`config.mk`:
```
export PLATFORM = sky130hd
export DESIGN_NAME = mqtt_fixed_header_parser_flat
export DESIGN_NICKNAME = d
export VERILOG_FILES = /design/src/hw/rtl/mqtt_fhp_pkg.sv /design/src/hw/rtl/mqtt_fhp_if.sv /design/src/hw/rtl/mqtt_fhp_step.sv /design/src/hw/rtl/mqtt_fixed_header_parser.sv /design/src/flat_wrapper.sv
export SDC_FILE = /design/constraint.sdc
export NUM_CORES = 1
export LEC_CHECK = 0
export BUFFER_PORTS_ARGS = -buffer_cell sky130_fd_sc_hd__buf_2
export CAP_MARGIN = 20
export CORE_ASPECT_RATIO = 0.75
export CORE_MARGIN = 2
export CORE_UTILIZATION = 40
export CTS_BUF_LIST = sky130_fd_sc_hd__clkbuf_8
export CTS_CLUSTER_DIAMETER = 40
export DETAILED_ROUTE_END_ITERATION = 8
export SLEW_MARGIN = 20
export SYNTH_ARGS = -nofsm -noshare
export SYNTH_HDL_FRONTEND = slang
export SYNTH_HIERARCHICAL = 1
export SYNTH_SLANG_ARGS = --single-unit
```
`constraint.sdc`:
```
create_clock -name clk -period 9.55 [get_ports clk]
set_clock_uncertainty 0.05 [all_clocks]
set_input_delay 0.955 -clock clk [delete_from_list [all_inputs] [get_ports clk]]
set_output_delay 0.955 -clock clk [all_outputs]
set_load 0.03 [all_outputs]
```
`src/hw/rtl/mqtt_fhp_pkg.sv`:
```
// ----------------------------------------------------------------------------
// MQTT fixed header parser package
// Shared types, codes and the flag check used by the parser modules.
// ----------------------------------------------------------------------------
package mqtt_fhp_pkg;

    localparam int unsigned BYTE_W    = 8;
    localparam int unsigned NIBBLE_W  = 4;
    localparam int unsigned LENGTH_W  = 28;
    localparam int unsigned DIGIT_W   = 7;
    localparam int unsigned INDEX_W   = 3;

    // A length field carries at most four varint digits.
    localparam logic [INDEX_W-1:0] MAX_LEN_BYTES = 3'd4;

    typedef enum logic [1:0] {
        STATUS_MORE = 2'd0,
        STATUS_GOOD = 2'd1,
        STATUS_BAD  = 2'd2
    } status_t;

    localparam logic [NIBBLE_W-1:0] TYPE_RESERVED_LO = 4'd0;
    localparam logic [NIBBLE_W-1:0] TYPE_PUBLISH     = 4'd3;
    localparam logic [NIBBLE_W-1:0] TYPE_PUBREL      = 4'd6;
    localparam logic [NIBBLE_W-1:0] TYPE_SUBSCRIBE   = 4'd8;
    localparam logic [NIBBLE_W-1:0] TYPE_UNSUBSCRIBE = 4'd10;
    localparam logic [NIBBLE_W-1:0] TYPE_RESERVED_HI = 4'd15;

    localparam logic [NIBBLE_W-1:0] FLAGS_NONE     = 4'd0;
    localparam logic [NIBBLE_W-1:0] FLAGS_REQUIRED = 4'd2;

    typedef struct packed {
        logic                in_length_phase;
        logic [INDEX_W-1:0]  length_byte_index;
        logic [NIBBLE_W-1:0] held_type;
        logic [NIBBLE_W-1:0] held_flags;
        logic [LENGTH_W-1:0] length_accumulator;
    } parse_state_t;

    typedef struct packed {
        status_t             status;
        logic [NIBBLE_W-1:0] packet_type;
        logic [NIBBLE_W-1:0] packet_flags;
        logic [LENGTH_W-1:0] rem_length;
    } header_result_t;

    // True when the type is usable and its flag nibble is legal for it.
    function automatic logic type_flags_ok(input logic [NIBBLE_W-1:0] ptype,
                                           input logic [NIBBLE_W-1:0] pflags);
        logic ok;
        begin
            case (ptype) inside
                TYPE_RESERVED_LO, TYPE_RESERVED_HI:
                    ok = 1'b0;
                TYPE_PUBLISH:
                    ok = 1'b1;
                TYPE_PUBREL, TYPE_SUBSCRIBE, TYPE_UNSUBSCRIBE:
                    ok = (pflags == FLAGS_REQUIRED);
                default:
                    ok = (pflags == FLAGS_NONE);
            endcase
            return ok;
        end
    endfunction

endpackage

```
`src/hw/rtl/mqtt_fhp_if.sv`:
```
// ----------------------------------------------------------------------------
// MQTT fixed header parser channels
// Valid/ready channels for the incoming byte stream and the decoded header.
// ----------------------------------------------------------------------------
interface mqtt_fhp_byte_if;
    logic                            valid;
    logic                            ready;
    logic [mqtt_fhp_pkg::BYTE_W-1:0] data_byte;

    modport source (output valid, output data_byte, input ready);
    modport sink (input valid, input data_byte, output ready);
endinterface

interface mqtt_fhp_result_if;
    logic                              valid;
    logic                              ready;
    logic [1:0]                        status;
    logic [mqtt_fhp_pkg::NIBBLE_W-1:0] packet_type;
    logic [mqtt_fhp_pkg::NIBBLE_W-1:0] packet_flags;
    logic [mqtt_fhp_pkg::LENGTH_W-1:0] rem_length;

    modport source (output valid, output status, output packet_type,
                    output packet_flags, output rem_length, input ready);
    modport sink (input valid, input status, input packet_type,
                  input packet_flags, input rem_length, output ready);
endinterface

```
`src/hw/rtl/mqtt_fhp_step.sv`:
```
// ----------------------------------------------------------------------------
// MQTT fixed header parser step logic
// Decodes one byte against the current parse state: next state and result.
// ----------------------------------------------------------------------------
module mqtt_fhp_step (
    input  mqtt_fhp_pkg::parse_state_t       cur,
    input  logic [mqtt_fhp_pkg::BYTE_W-1:0]  data_byte,
    output mqtt_fhp_pkg::parse_state_t       nxt,
    output mqtt_fhp_pkg::header_result_t     res
);

    logic [mqtt_fhp_pkg::NIBBLE_W-1:0] byte_type;
    logic [mqtt_fhp_pkg::NIBBLE_W-1:0] byte_flags;
    logic [mqtt_fhp_pkg::DIGIT_W-1:0]  digit;
    logic [mqtt_fhp_pkg::LENGTH_W-1:0] digit_placed;
    logic                              more_digits;

    assign byte_type   = data_byte[7:4];
    assign byte_flags  = data_byte[3:0];
    assign digit       = data_byte[6:0];
    assign more_digits = data_byte[7];

    // Base-128 little endian: each digit lands seven bits above the last.
    always_comb
    begin
        case (cur.length_byte_index[1:0])
            2'd0:    digit_placed = {21'd0, digit};
            2'd1:    digit_placed = {14'd0, digit, 7'd0};
            2'd2:    digit_placed = {7'd0, digit, 14'd0};
            default: digit_placed = {digit, 21'd0};
        endcase
    end

    always_comb
    begin
        nxt        = cur;
        res.status = mqtt_fhp_pkg::STATUS_MORE;
        if (!cur.in_length_phase)
        begin
            nxt.held_type          = byte_type;
            nxt.held_flags         = byte_flags;
            nxt.length_accumulator = '0;
            nxt.length_byte_index  = '0;
            if (mqtt_fhp_pkg::type_flags_ok(byte_type, byte_flags))
            begin
                nxt.in_length_phase = 1'b1;
            end
            else
            begin
                res.status = mqtt_fhp_pkg::STATUS_BAD;
            end
        end
        else if (cur.length_byte_index >= mqtt_fhp_pkg::MAX_LEN_BYTES)
        begin
            // A fifth length byte is malformed and is not accumulated.
            res.status            = mqtt_fhp_pkg::STATUS_BAD;
            nxt.in_length_phase   = 1'b0;
            nxt.length_byte_index = '0;
        end
        else
        begin
            nxt.length_accumulator = cur.length_accumulator + digit_placed;
            nxt.length_byte_index  = cur.length_byte_index + 3'd1;
            if (!more_digits)
            begin
                res.status            = mqtt_fhp_pkg::STATUS_GOOD;
                nxt.in_length_phase   = 1'b0;
                nxt.length_byte_index = '0;
            end
        end
        res.packet_type  = nxt.held_type;
        res.packet_flags = nxt.held_flags;
        res.rem_length   = nxt.length_accumulator;
    end

endmodule

```
`src/hw/rtl/mqtt_fixed_header_parser.sv`:
```
// ----------------------------------------------------------------------------
// MQTT fixed header parser
// An accepted byte's result word is registered onto the output the next cycle.
// Throughput: one byte per cycle unless the output stalls; the single result
// register frees as taken, so a new byte enters the cycle the old word leaves.
// Reset clears the parse state to expect a type byte and empties the output.
// ----------------------------------------------------------------------------
module mqtt_fixed_header_parser (
    input  logic                     clk,
    input  logic                     rst_n,
    mqtt_fhp_byte_if.sink            stream,
    mqtt_fhp_result_if.source        header
);

    mqtt_fhp_pkg::parse_state_t   state_reg;
    mqtt_fhp_pkg::parse_state_t   state_next;
    mqtt_fhp_pkg::header_result_t result_reg;
    mqtt_fhp_pkg::header_result_t result_next;
    logic                         out_valid_reg;
    logic                         accept;

    assign stream.ready = !out_valid_reg || header.ready;
    assign accept       = stream.valid && stream.ready;

    mqtt_fhp_step u_step (
        .cur       (state_reg),
        .data_byte (stream.data_byte),
        .nxt       (state_next),
        .res       (result_next)
    );

    always_ff @(posedge clk or negedge rst_n)
    begin
        if (!rst_n)
        begin
            state_reg     <= '0;
            out_valid_reg <= 1'b0;
        end
        else
        begin
            if (accept)
            begin
                state_reg     <= state_next;
                out_valid_reg <= 1'b1;
            end
            else if (header.ready)
            begin
                out_valid_reg <= 1'b0;
            end
        end
    end

    always_ff @(posedge clk)
    begin
        if (accept)
        begin
            result_reg <= result_next;
        end
    end

    assign header.valid        = out_valid_reg;
    assign header.status       = result_reg.status;
    assign header.packet_type  = result_reg.packet_type;
    assign header.packet_flags = result_reg.packet_flags;
    assign header.rem_length   = result_reg.rem_length;

endmodule
```
`src/flat_wrapper.sv`:
```
// flat-port wrapper written by rule: the top's interface ports become plain ports
module mqtt_fixed_header_parser_flat 
  (clk, rst_n, stream_valid, stream_data_byte, stream_ready, header_valid, header_status, header_packet_type, header_packet_flags, header_rem_length, header_ready);
  mqtt_fhp_byte_if stream_i ();
  mqtt_fhp_result_if header_i ();
  input  logic clk;
  input  logic rst_n;
  input wire logic [$bits(stream_i.valid)-1:0] stream_valid;
  input wire logic [$bits(stream_i.data_byte)-1:0] stream_data_byte;
  output wire logic [$bits(stream_i.ready)-1:0] stream_ready;
  output wire logic [$bits(header_i.valid)-1:0] header_valid;
  output wire logic [$bits(header_i.status)-1:0] header_status;
  output wire logic [$bits(header_i.packet_type)-1:0] header_packet_type;
  output wire logic [$bits(header_i.packet_flags)-1:0] header_packet_flags;
  output wire logic [$bits(header_i.rem_length)-1:0] header_rem_length;
  input wire logic [$bits(header_i.ready)-1:0] header_ready;
  assign stream_i.valid = stream_valid;
  assign stream_i.data_byte = stream_data_byte;
  assign stream_ready = stream_i.ready;
  assign header_valid = header_i.valid;
  assign header_status = header_i.status;
  assign header_packet_type = header_i.packet_type;
  assign header_packet_flags = header_i.packet_flags;
  assign header_rem_length = header_i.rem_length;
  assign header_i.ready = header_ready;
  mqtt_fixed_header_parser u_core (.clk(clk), .rst_n(rst_n), .stream(stream_i), .header(header_i));
endmodule
```
==> flow_metrics.tcl, run 1 <==
set metrics [dict create \
    p_seq_share_pct 47.9 \
    outcome "completed" \
    p_clk_share_pct 28.5 \
    die_x_um 138 \
    avgSynthCellArea_um2 10.7 \
    netlist_instances 508 \
    fillers 1244 \
    syn-cell-area_mm2 0.00541 \
    dp_cells 675 \
    required_ns 9.75 \
    yosys_warnings 6 \
    timing.final.ws_setup_ns 5.46 \
    cts.sinks 79 \
    r2r_slack_ns 5.46 \
    cp-start-kind "register" \
    fin_setup_tns_ns 0 \
    p_leak_nw 2.69 \
    clk_pin_slew_ns 0.08 \
    pwr_density_cell_mw_per_mm2 154 \
    postSynth.asyncResetShare_pct 51.9 \
    postCtsHoldBufs 0 \
    initial_utilization_pct 41.3 \
    slew_violations 0 \
    hold_class "register to register" \
    grt_overflow 0 \
    path_max_fanout 10 \
    rows 36 \
    worst_pin_slew_ns 0.997 \
    finalHoldViolCount 0 \
    die_area_mm2 0.0145 \
    cp-end-kind "register" \
    drv_cap 0 \
    ctsResizeCount 0 \
    gp_congestion 0.890 \
    setup_viol 0 \
    post-place-ws_ns 5.47 \
    final_cells 691 \
    grt_max_degree 42 \
    fin_crit_sh_pct 42.8 \
    power.internal_uw 605 \
    wl_per_cell_um 17.9 \
    synth.area.mux_share_pct 13.4 \
    ys.flop_type "dfrtp_1" \
    die_h_um 105 \
    dpl_cell_area_mm2 0.00551 \
    antenna_cells 0 \
    drt-initial-drc-count 287 \
    first_global_vias 3743 \
    postCtsSetupRepairBufs 0 \
    rsz0062_at_grt "false" \
    drt-pass1-iter-count 5 \
    synth.distinct_cells 57 \
    hpwl_um 8780 \
    holdWs_ns 0.456 \
    cts_tree "yes" \
    antenna_found_initial 0 \
    viasPerCell 5.51 \
    io_pins 52 \
    ys_ff_latch 79 \
    synth_xor_xnor_area_share_pct 3.56 \
    h-tree-depth 3 \
    drive_above_1_share_pct 23.3 \
    nets 560 \
    period_needed_ns 4.09 \
    syn_nets 553 \
    grt_first_pass_wirelength_um 20400 \
    cts-root-buf "clkbuf_8" \
    pwr-share-comb_pct 23.7 \
    swShare_pct 31.4 \
    design_area_mm2 0.00571 \
    coreArea_mm2 0.0131 \
    largest_reg_flops 40 \
    cp_data_arrival_time_ns 4.29 \
    p_switching_uw 277 \
    max_freq_ghz 0.245 \
    grt_usage_pct 17.7 \
    drc_errors 0 \
    relSlewSlack_pct 33.5 \
    ant_nets 0 \
    synth_top_family_by_area "simple AND/OR/NAND/NOR gates" \
    crit_type "register to register" \
    synth-edff-count 38 \
    yosys.area_share.adder_pct 7.77 \
    ir_worst_vdd_mv 0.0813 \
    wirelength_um 12400 \
    yosysSeqAreaShare_pct 40.0 \
    synth-compound-area-share_pct 13.4 \
    port_buffers 51 \
    numCtsBuffers 9 \
    synth-simple-area-share_pct 14.6 \
    syn_to_final_growth_pct 5.57 \
    clock_latency_ns 0.37 \
    num_vias 3807 \
    clockBufferDepth 2 \
]
## cells by family (layout without fill, tap and decap cells)
kind of cell | Yosys count | after routing
compound gates | 112 | 112
xor+xnor | 22 | 22
fa+ha+maj | 33 | 33
buf+inv | 61 | 73
flops | 79 | 79
mux | 52 | 52
simple gates | 149 | 149
## routing by layer
layer	GRT usage, %	wire, um	vias to the layer above
met5	0	0	-
met4	5.76	222	0
met3	3.57	510	16
met2	26.3	5210	102
met1	25.8	6430	1876
li1	-	-	1813
## layout by cell type (no fill, tap or decap), types with 12 or more instances in the layout
cell type and count:
nand2_1 43, a21oi_1 22, o21ai_0 25, ha_1 32
a21o_1 20, dfrtp_1 40, nor2_1 21, edfxtp_1 38
buf_2 50, and2_1 38, xor2_1 12, mux2_4 39
## cells in the mapped netlist, drive strengths merged, types with 6 or more instances
library cell,instances,area share (%)
xor2,12,1.9
edfxtp,38,21
nand2b,7,0.95
nor2,21,1.5
clkbuf,15,1.0
nand4,6,0.69
a21oi,22,2.0
mux2,47,12
xnor2,10,1.6
ha,32,7.4
nand2,44,3.2
a31oi,7,0.81
and3,8,0.92
buf,41,5.9
dfrtp,41,19
nor2b,8,0.92
o21ai,34,3.1
a21o,20,2.8
and2,38,4.4
## final cells by class
type,count,area (um2),share of cell area (%)
Multi-Input combinational cell,368,2850,49.9
Clock inverter,7,72.6,1.27
Sequential cell,79,2170,38.0
Timing Repair Buffer,52,265,4.64
Clock buffer,9,124,2.17
Tap cell,171,214,3.75
Inverter,5,18.8,0.329
## worst max-delay path, stage by stage, from the launching register on
cell	delay, ns
dfrtp_1	0.44
ha_1	0.37
nor2b_1	0.17
and2_1	0.19
ha_1	0.20
fa_1	0.41
a21o_1	0.20
a221oi_2	0.38
nor3_2	0.14
a211oi_2	0.45
nor2_1	0.11
or3_1	0.32
a32o_1	0.26
mux2_4	0.26
## power groups by stage
stage	sequential [mW]	clock [mW]	combinational, mW
floorplan	0.442	0	0.159
global placement	0.428	0	0.205
detailed placement	0.429	0	0.208
CTS	0.422	0.261	0.209
global route	0.427	0.274	0.228
finish	0.422	0.251	0.209
## path summary, 6_finish.rpt
kind / from / endpoint / cells past startpoint
min reg2reg: u_core/state_reg[33] / u_core/state_reg[33] / 1
max in group asynchronous: rst_n / u_core/state_reg[39] / 1
max: u_core/state_reg[36] / u_core/state_reg[18] / 13
min in group asynchronous: rst_n / u_core/state_reg[28] / 1
min: u_core/state_reg[33] / u_core/state_reg[33] / 1
max reg2reg: u_core/state_reg[36] / u_core/state_reg[18] / 13
## stage by stage
stage               util (%)  total power [mW]
floorplan                  -             0.601
global placement        42.1             0.632
detailed placement      42.1             0.637
CTS                     43.6             0.893
global route            43.6             0.928
finish                  43.6             0.881
Power figures use the tool's default switching activity.
==> run 2, diff against run 1 <==
clock period = 4.25 ns   (was 9.55 ns; I/O delays follow)
==> run 2 against run 1 <==
Compared with the run above: first-iteration DRC count is 25% lower; via count is 1.3% lower; register-to-register slack worse by 5.2 ns; clock-buffer cell count stayed put; cell count is 0.14% higher; utilization is 0.24 points higher; flip-flop and latch count stayed put; routed wire length is 1.3% higher; sequential share of layout area is 0.18 points lower; die area stayed put; global-route usage hardly changed; worst hold slack worse by 0.45 ns.
==> flow_metrics.tcl, run 2 (synthesized netlist as in run 1, its figures left out) <==
set metrics [dict create \
    setup_viol 0 \
    port_buffers 51 \
    relSlewSlack_pct 44.9 \
    required_ns 4.44 \
    ant_nets 0 \
    max_freq_ghz 0.254 \
    cts.sinks 79 \
    largest_reg_flops 40 \
    clock_latency_ns 0.37 \
    h-tree-depth 3 \
    grt_max_degree 42 \
    slew_violations 0 \
    hpwl_um 8940 \
    num_vias 3759 \
    drt-initial-drc-count 214 \
    design_area_mm2 0.00574 \
    grt_overflow 0 \
    grt_usage_pct 17.7 \
    ir_worst_vdd_mv 0.164 \
    wl_per_cell_um 18.1 \
    clockBufferDepth 2 \
    fin_setup_tns_ns 0 \
    pwr_density_cell_mw_per_mm2 355 \
    initial_utilization_pct 41.3 \
    r2r_slack_ns 0.31 \
    rows 36 \
    postCtsSetupRepairBufs 0 \
    final_common_cell "buf_2" \
    p_leak_nw 2.71 \
    worst_pin_slew_ns 0.827 \
    cp-start-kind "register" \
    drt-pass1-iter-count 5 \
    cp_slowest_cell "dfrtp_1" \
    drive_above_1_share_pct 23.4 \
    die_h_um 105 \
    crit_type "register to register" \
    numCtsBuffers 9 \
    drc_errors 0 \
    finalHoldViolCount 0 \
    hold_class "input pin to asynchronous set/reset pin" \
    drv_cap 0 \
    post-place-ws_ns 0.360 \
    worstRegToRegCells 13 \
    antenna_cells 0 \
    syn_to_final_growth_pct 6.15 \
    reg2reg_to "u_core/state_reg[18]" \
    cts_tree "yes" \
    die_area_mm2 0.0145 \
    cp_slowest_stage_delay_ns 0.43 \
    coreArea_mm2 0.0131 \
    clk_pin_slew_ns 0.09 \
    grt_first_pass_wirelength_um 20200 \
    timing.final.ws_setup_ns 0.308 \
    outcome "completed" \
    rsz0062_at_grt "false" \
    crit_chain "ha_1 > nor2b_1 > and2_1 > ha_1 > fa_1 > a21o_1 > a221oi_2 > nor3_2 > a211oi_2 > nor2_1 > or3_1 > a32o_1 > mux2_4" \
    antenna_found_initial 0 \
    wirelength_um 12500 \
    first_global_vias 3714 \
    layout_common_cells "buf_2, nand2_1, mux2_4, dfrtp_1" \
    postCtsHoldBufs 0 \
    io_pins 52 \
    dpl_cell_area_mm2 0.00552 \
    fin_crit_sh_pct 92.7 \
    rr_startpoint "u_core/state_reg[37]" \
    die_x_um 138 \
    path_max_fanout 10 \
    cts-root-buf "clkbuf_8" \
    viasPerCell 5.43 \
    cp-end-kind "register" \
    nets 561 \
    crit_top_cell "ha_1" \
    ctsResizeCount 0 \
    gp_congestion 0.908 \
    period_needed_ns 3.94 \
    cp_data_arrival_time_ns 4.14 \
]
## run 2: cell type report
type,count,area [um2]
multi-input cells,368,2850
clock inverters,7,95.1
flip-flops and latches,79,2170
fillers,1275,7360
well taps,171,214
clock buffers,9,124
inverters,5,18.8
repair buffers,53,273
## run 2: through the flow
step | util, % | cells | hold WS (ns) | power, mW
after floorplan | - | 508 | 0.0794 | 1.35
after global placement | 42.1 | 676 | 0.432 | 1.42
after detailed placement | 42.1 | 676 | 0.437 | 1.43
after CTS | 43.8 | 692 | 0.222 | 2.07
after global routing | 43.8 | 692 | 0.0418 | 2.16
final | 43.8 | 692 | 0.0107 | 2.04
## run 2: worst max-delay path, delay by kind of cell (launching register included)
kind	cells	cell delay (ns)
muxes	1	0.27
adders and majority gates	3	0.99
AOI/OAI and AO/OA	4	1.20
and+or+nand+nor	5	0.90
DFF	1	0.43
## run 2: power breakdown
group | internal, mW | switching (mW) | total [mW] | leakage, nW
registers | 0.886 | 0.0620 | 0.947 | 0.917
logic | 0.202 | 0.264 | 0.466 | 1.68
clock network | 0.333 | 0.294 | 0.626 | 0.112
## run 2: how the worst max path moves through the flow
| stage | cells past startpoint | slack (ns) | end | startpoint |
|---|---|---|---|---|
| floorplan | 14 | 0.77 | u_core/state_reg[18] | u_core/state_reg[36] |
| global placement | 13 | 0.51 | u_core/state_reg[18] | u_core/state_reg[36] |
| detailed placement | 13 | 0.36 | u_core/state_reg[18] | u_core/state_reg[36] |
| CTS | 13 | 0.32 | u_core/state_reg[18] | u_core/state_reg[37] |
| global route | 13 | 0.08 | u_core/state_reg[18] | u_core/state_reg[37] |
| finish | 13 | 0.31 | u_core/state_reg[18] | u_core/state_reg[37] |
## run 2: routing by layer
layer | GRT usage [%] | vias up | part of all wire, %
met5 | 0 | - | 0
met4 | 3.86 | 0 | 1.0
met3 | 3.80 | 11 | 4.8
met2 | 26.3 | 106 | 43
met1 | 26.5 | 1835 | 51
li1 | - | 1807 | -
